### config.mk
export PLATFORM = sky130hd
export DESIGN_NAME = float_to_pcm_sample_encode_unit
export DESIGN_NICKNAME = d
export VERILOG_FILES = /design/src/hdl/f2pcm_pkg.sv /design/src/hdl/f2pcm_mult.sv /design/src/hdl/f2pcm_round.sv /design/src/hdl/float_to_pcm_sample_encode_unit.sv
export SDC_FILE = /design/constraint.sdc
export NUM_CORES = 2
export LEC_CHECK = 0
export BUFFER_PORTS_ARGS = -buffer_cell sky130_fd_sc_hd__buf_4
export CAP_MARGIN = 20
export CORE_ASPECT_RATIO = 0.6
export CORE_UTILIZATION = 25
export CTS_CLUSTER_DIAMETER = 40
export CTS_CLUSTER_SIZE = 16
export DETAILED_ROUTE_END_ITERATION = 10
export GPL_TIMING_DRIVEN = 0
export PLACE_DENSITY = 0.38
export SLEW_MARGIN = 20
export SYNTH_ARGS = -nofsm -noshare
export SYNTH_HDL_FRONTEND = slang
export SYNTH_HIERARCHICAL = 1
export SYNTH_SLANG_ARGS = --single-unit
### constraint.sdc
create_clock -name clk_i -period 9.5 [get_ports clk_i]
set_input_delay 0.475 -clock clk_i [delete_from_list [all_inputs] [get_ports clk_i]]
set_output_delay 0.475 -clock clk_i [all_outputs]
set_load 0.03 [all_outputs]
### src/hdl/f2pcm_pkg.sv
// shared types and constants for the float to pcm sample encoder
package f2pcm_pkg;

  typedef enum logic [1:0] {
    DEPTH_8  = 2'd0,
    DEPTH_16 = 2'd1,
    DEPTH_24 = 2'd2,
    DEPTH_32 = 2'd3
  } depth_e;

  localparam depth_e DepthReset = DEPTH_16;

  // first stage to second stage: product and rounding info
  typedef struct packed {
    logic        neg;
    logic        sat;
    logic        zero;
    logic [54:0] prod;
    logic [5:0]  sh;
    depth_e      depth;
  } stage_t;

  function automatic logic [31:0] scale_of(depth_e d);
    logic [31:0] s;
    case (d)
      DEPTH_8:  s = 32'h0000_007F;
      DEPTH_16: s = 32'h0000_7FFF;
      DEPTH_24: s = 32'h007F_FFFF;
      DEPTH_32: s = 32'h7FFF_FFFF;
      default:  s = 32'h0000_7FFF;
    endcase
    return s;
  endfunction

endpackage

### src/hdl/f2pcm_mult.sv
// first stage: field decode, special cases and magnitude product
module f2pcm_mult import f2pcm_pkg::*; (
  input  logic        clk_i,
  input  logic        rst_ni,
  input  logic        load_i,
  input  logic [31:0] float_bits_i,
  input  depth_e      depth_i,
  output logic        vld_o,
  output stage_t      stg_o
);
  logic [7:0]  expo;
  logic [22:0] frac;
  logic [7:0]  shw;
  stage_t      stg_d, stg_q;
  logic        vld_q;

  assign expo = float_bits_i[30:23];
  assign frac = float_bits_i[22:0];
  assign shw  = 8'd150 - expo;

  // decode and multiply mantissa by scale
  always_comb begin
    stg_d.neg   = float_bits_i[31];
    stg_d.depth = depth_i;
    stg_d.sat   = (expo == 8'hFF && frac == 23'd0) || (expo >= 8'd127 && expo != 8'hFF);
    stg_d.zero  = (expo == 8'hFF && frac != 23'd0) || (expo == 8'd0) ||
                  (expo < 8'd127 && shw >= 8'd64);
    stg_d.sh    = shw[5:0];
    stg_d.prod  = 55'({1'b1, frac}) * 55'(scale_of(depth_i));
  end

  // valid flag
  always_ff @(posedge clk_i or negedge rst_ni) begin
    if (!rst_ni) vld_q <= 1'b0;
    else         vld_q <= load_i;
  end

  // payload
  always_ff @(posedge clk_i) begin
    if (load_i) stg_q <= stg_d;
  end

  assign vld_o = vld_q;
  assign stg_o = stg_q;
endmodule

### src/hdl/f2pcm_round.sv
// second stage: rounding shift, sign and depth packing
module f2pcm_round import f2pcm_pkg::*; (
  input  logic        clk_i,
  input  logic        rst_ni,
  input  logic        vld_i,
  input  stage_t      stg_i,
  output logic        done_o,
  output logic [31:0] pcm_word_o
);
  logic [55:0] rnd;
  logic [31:0] q, word, res_d, res_q;
  logic        done_q;

  // round half away from zero on magnitude, then apply sign
  always_comb begin
    rnd = {1'b0, stg_i.prod} + (56'd1 << (stg_i.sh - 6'd1));
    if (stg_i.sat)       q = scale_of(stg_i.depth);
    else if (stg_i.zero) q = 32'd0;
    else                 q = 32'(rnd >> stg_i.sh);
    word = stg_i.neg ? (32'd0 - q) : q;
    case (stg_i.depth)
      DEPTH_8:  res_d = {24'd0, word[7:0] + 8'd128};
      DEPTH_16: res_d = {16'd0, word[15:0]};
      DEPTH_24: res_d = {8'd0, word[23:0]};
      DEPTH_32: res_d = word;
      default:  res_d = word;
    endcase
  end

  // strobe
  always_ff @(posedge clk_i or negedge rst_ni) begin
    if (!rst_ni) done_q <= 1'b0;
    else         done_q <= vld_i;
  end

  // result register
  always_ff @(posedge clk_i) begin
    if (vld_i) res_q <= res_d;
  end

  assign done_o     = done_q;
  assign pcm_word_o = res_q;
endmodule

### src/hdl/float_to_pcm_sample_encode_unit.sv
// top level of the float to pcm sample encoder
//  channel | signals                                  | transaction
//  input   | start, busy, float_bits_i                | start high, busy low
//  config  | cfg_valid_i, cfg_ready_o, target_depth_i | valid and ready high
//  result  | done_o, pcm_word_o                       | done high, one cycle
// one sample accepted every cycle; busy is always low
// result is registered first in the multiply stage, then in the round stage
// reset clears valids and sets depth to 16 bits
// the receiver cannot stall; results flow one per cycle
module float_to_pcm_sample_encode_unit import f2pcm_pkg::*; (
  input  logic        clk_i,
  input  logic        rst_ni,
  input  logic        start,
  output logic        busy,
  input  logic [31:0] float_bits_i,
  input  logic        cfg_valid_i,
  output logic        cfg_ready_o,
  input  logic [1:0]  target_depth_i,
  output logic        done_o,
  output logic [31:0] pcm_word_o
);
  depth_e depth_q;
  logic   vld;
  stage_t stg;

  assign busy        = 1'b0;
  assign cfg_ready_o = 1'b1;

  // depth register
  always_ff @(posedge clk_i or negedge rst_ni) begin
    if (!rst_ni)          depth_q <= DepthReset;
    else if (cfg_valid_i) depth_q <= depth_e'(target_depth_i);
  end

  f2pcm_mult u_mult (
    .clk_i, .rst_ni, .load_i(start), .float_bits_i, .depth_i(depth_q),
    .vld_o(vld), .stg_o(stg)
  );

  f2pcm_round u_round (
    .clk_i, .rst_ni, .vld_i(vld), .stg_i(stg), .done_o, .pcm_word_o
  );
endmodule

==> metrics.csv <==
stage,metric,value,unit
die,rows,101,
timing,fin_ws,-0.06675,ns
timing,setup_viol,7,
die,fp.dieW,467.0,um
cts,clock_sinks,102,
die,fp.dieH,281.0,um
placement,port_buffers,70,
worst_hold_path,holdPathStages,1,
synthesis,ys_async_sr_fraction,3.922,%
detailed_routing,vias_per_cell,5.540,
timing,tightest_slew,1.391,ns
synthesis,yosys-top-cells-area,"fa_1 27%, ha_1 11%, edfxtp_1 9.1%",
critical_path,critical_path_required,9.78,ns
critical_path,worst-path-max-fanout,11,
status,status,"finished, violations left",
timing,max_slew_margin,7.046,%
detailed_routing,drtIter0Drc,4164,
timing,clock.fmax,104.5,MHz
global_route,grt_max_degree,68,
detailed_routing,wl_per_cell,27.98,um
synthesis,ys_ff_latch,102,
detailed_routing,dr.pass1.iters,8,
layout,num-nets-final,4686,
die,die-area,131300,um2
timing,period_minus_slack,9.567,ns
synthesis,ys_warn_count,6,
synthesis,yosysTopAreaCellShare,26.60,%
die,initial_core_util,25.42,%
global_route,grt_overflow,0,
synthesis,ys_seq_area_share,9.384,%
worst_hold_path,holdPathEnd,u_mult/stg_o[65]$_DFFE_PP_,
critical_path,criticalPathCategory,reg2reg,
synthesis,synth-edff-count,98,
global_route,grt_use_met2,26.91,%
critical_path,cp-end-kind,flop,
die,core-area,127600,um2
die,io_pins,73,
synthesis,yosys-top-cells-count,"603 x inv_1, 431 x fa_1, 290 x ha_1",
cts,clkTransAtPathRegs,0.08,ns
cts,insertion_delay,0.44,ns
cts,cts_max_path_buffers,2,
synthesis,synth_area,32440,um2
synthesis,yosys_most_used_dff,edfxtp_1,
placement,dp_hpwl,136400,um
timing,rsz0062_at_grt,false,
timing,worst_hold_slack,0.2067,ns
timing,slew_viol_final,0,
timing,hold_viol,0,
global_route,use_met1,39.38,%
cts,cts_tree,built,
timing,clock_skew,0.01243,ns
critical_path,crit_path_start_kind,flop,
synthesis,synth_cell_types,140,
layout,stdcell_count,5639,
timing,final.period_utilization,100.7,%
global_route,use_met3,11.85,%
critical_path,r2r_end,u_round/pcm_word_o[21]$_DFFE_PP_,
detailed_routing,route.detailed.drc,0,
synthesis,netlist_instances,3830,
critical_path,r2r_slack,-0.07,ns
job,cap_violations,0,
status,violations,negative setup slack,
critical_path,rr_startpoint,u_mult/stg_o[3]$_DFFE_PP_,
placement,gp_congestion,1.050,
cts,htreeDepth,3,
global_route,grt_usage,24.18,%
synthesis,yosysMostFrequentCell,inv_1,
placement,dp.cells,5606,
worst_hold_path,hp-start,float_bits_i[31],
detailed_routing,wl,157800,um
global_route,grt_first_pass_wirelength,224600,um
synthesis,syn_area_per_cell,8.470,um2
layout,area_delta_synth_final,10.74,%
global_route,grt_pass1_vias,29860,
cts,cts_made_buffers,9,
cts,cts-root-buf,clkbuf_16,
detailed_routing,vias,31240,
synthesis,syn-num-nets,4589,
critical_path,reg2regPathDepth,24,
layout,drive_gt1_share,9.791,%
worst_hold_path,hold_class,in2reg,
synthesis,synth_largest_area_cell,fa_1,
critical_path,worstPathArrival,9.85,ns
global_route,antenna_found_initial,13,
global_route,top_usage_layer,met1,
detailed_routing,final_antenna_net_count,0,
-- critical path: stages (launching register included) --
cell	delay, ns
edfxtp_1	0.38
buf_12	0.15
clkinvlp_4	0.33
nand2_2	0.38
clkbuf_2	0.51
clkbuf_2	0.53
buf_2	0.54
nor2_1	0.13
ha_1	0.31
clkbuf_1	0.47
nand4_1	0.40
or4_1	0.81
a211oi_4	0.56
a211oi_1	0.13
xnor2_1	0.35
o22ai_1	0.47
or3_1	0.36
o22ai_1	0.18
o41ai_2	0.61
o211a_1	0.32
nand4_2	0.31
or2_0	0.31
buf_2	0.17
o41ai_2	0.37
mux2i_1	0.24
-- logic make-up (layout without fill, tap and decap cells) --
kind of cell	count (synthesis)	in the layout	synth area share, %
buffers and inverters	784	886	9.465
and+or+nand+nor	1081	1081	16.66
xor gates and xnor gates	126	126	3.402
adders and majority gates	721	721	37.78
other	2	10	0.02315
muxes	52	52	2.025
AOI/OAI and AO/OA	962	962	21.26
DFF	102	102	9.384
-- routing by layer --
layer	routed length, um	vias up
li1	-	13660
met1	81830	15660
met2	50320	1765
met3	23840	144
met4	1753	8
met5	47	-
-- layout by cell type, fill, tap and decap left out, types with 95 or more instances in the layout --
cell type and instances:
o21ai_0 128, a21oi_1 214, fa_1 430, nor2_1 269, nand2_1 271, inv_1 602
nor3_1 95, ha_1 290, edfxtp_1 98
-- worst max-delay path by stage --
stage / end / cells after the start / startpoint / slack (ns)
floorplan: u_mult/stg_o[60]$_DFFE_PP_ / 26 / depth_q[0]$_DFFE_PN1P_ / 1.50
global placement: u_round/pcm_word_o[31]$_DFFE_PP_ / 25 / u_mult/stg_o[3]$_DFFE_PP_ / -2.84
detailed placement: u_round/pcm_word_o[31]$_DFFE_PP_ / 25 / u_mult/stg_o[4]$_DFFE_PP_ / -1.67
CTS: u_mult/stg_o[59]$_DFFE_PP_ / 27 / depth_q[0]$_DFFE_PN1P_ / 0.05
global route: u_round/pcm_word_o[25]$_DFFE_PP_ / 26 / u_mult/stg_o[6]$_DFFE_PP_ / 0.003
finish: u_round/pcm_word_o[21]$_DFFE_PP_ / 24 / u_mult/stg_o[3]$_DFFE_PP_ / -0.07
-- flip-flops by register name, indices dropped and copies added (netlist names) --
name                count
u_mult/stg_o           66
u_round/pcm_word_o     32
depth_q                 2
u_mult/vld_o            1
u_round/done_o          1
-- per-stage QoR --
step | setup TNS (ns) | instance area (um2) | util, % | setup slack (ns)
floorplan | 0 | 32440 | - | 1.502
global placement | -105.66 | 35090 | 27.49 | -2.841
detailed placement | -65.52 | 35200 | 27.58 | -1.672
CTS | 0 | 35650 | 27.93 | 0.05393
global route | 0 | 35910 | 28.13 | 0.002671
finish | -0.2119 | 35920 | 28.15 | -0.06675
-- area by class of cell --
type | count | area, um2
timing repair buffer | 91 | 714.4
multi-input combinational | 2944 | 26580
fill | 14020 | 91710
clock buffer | 9 | 225.2
antenna | 8 | 20.02
buffer | 171 | 835.8
clock inverter | 7 | 88.84
tap | 1699 | 2126
sequential | 102 | 3050
inverter | 608 | 2286
-- what timing repair did --
item | CTS | global route
gates cloned | 0 | 0
endpoints found under the hold margin | 4 | 0
hold buffers | 1 | 0
buffers inserted | 6 | 7
pin swaps | 1 | 6
resized for setup | 35 | 61
setup endpoints to repair | 61 | 38
Power is not shown: default switching activity piles up to over one toggle a cycle in this logic, so the estimate is an artifact.
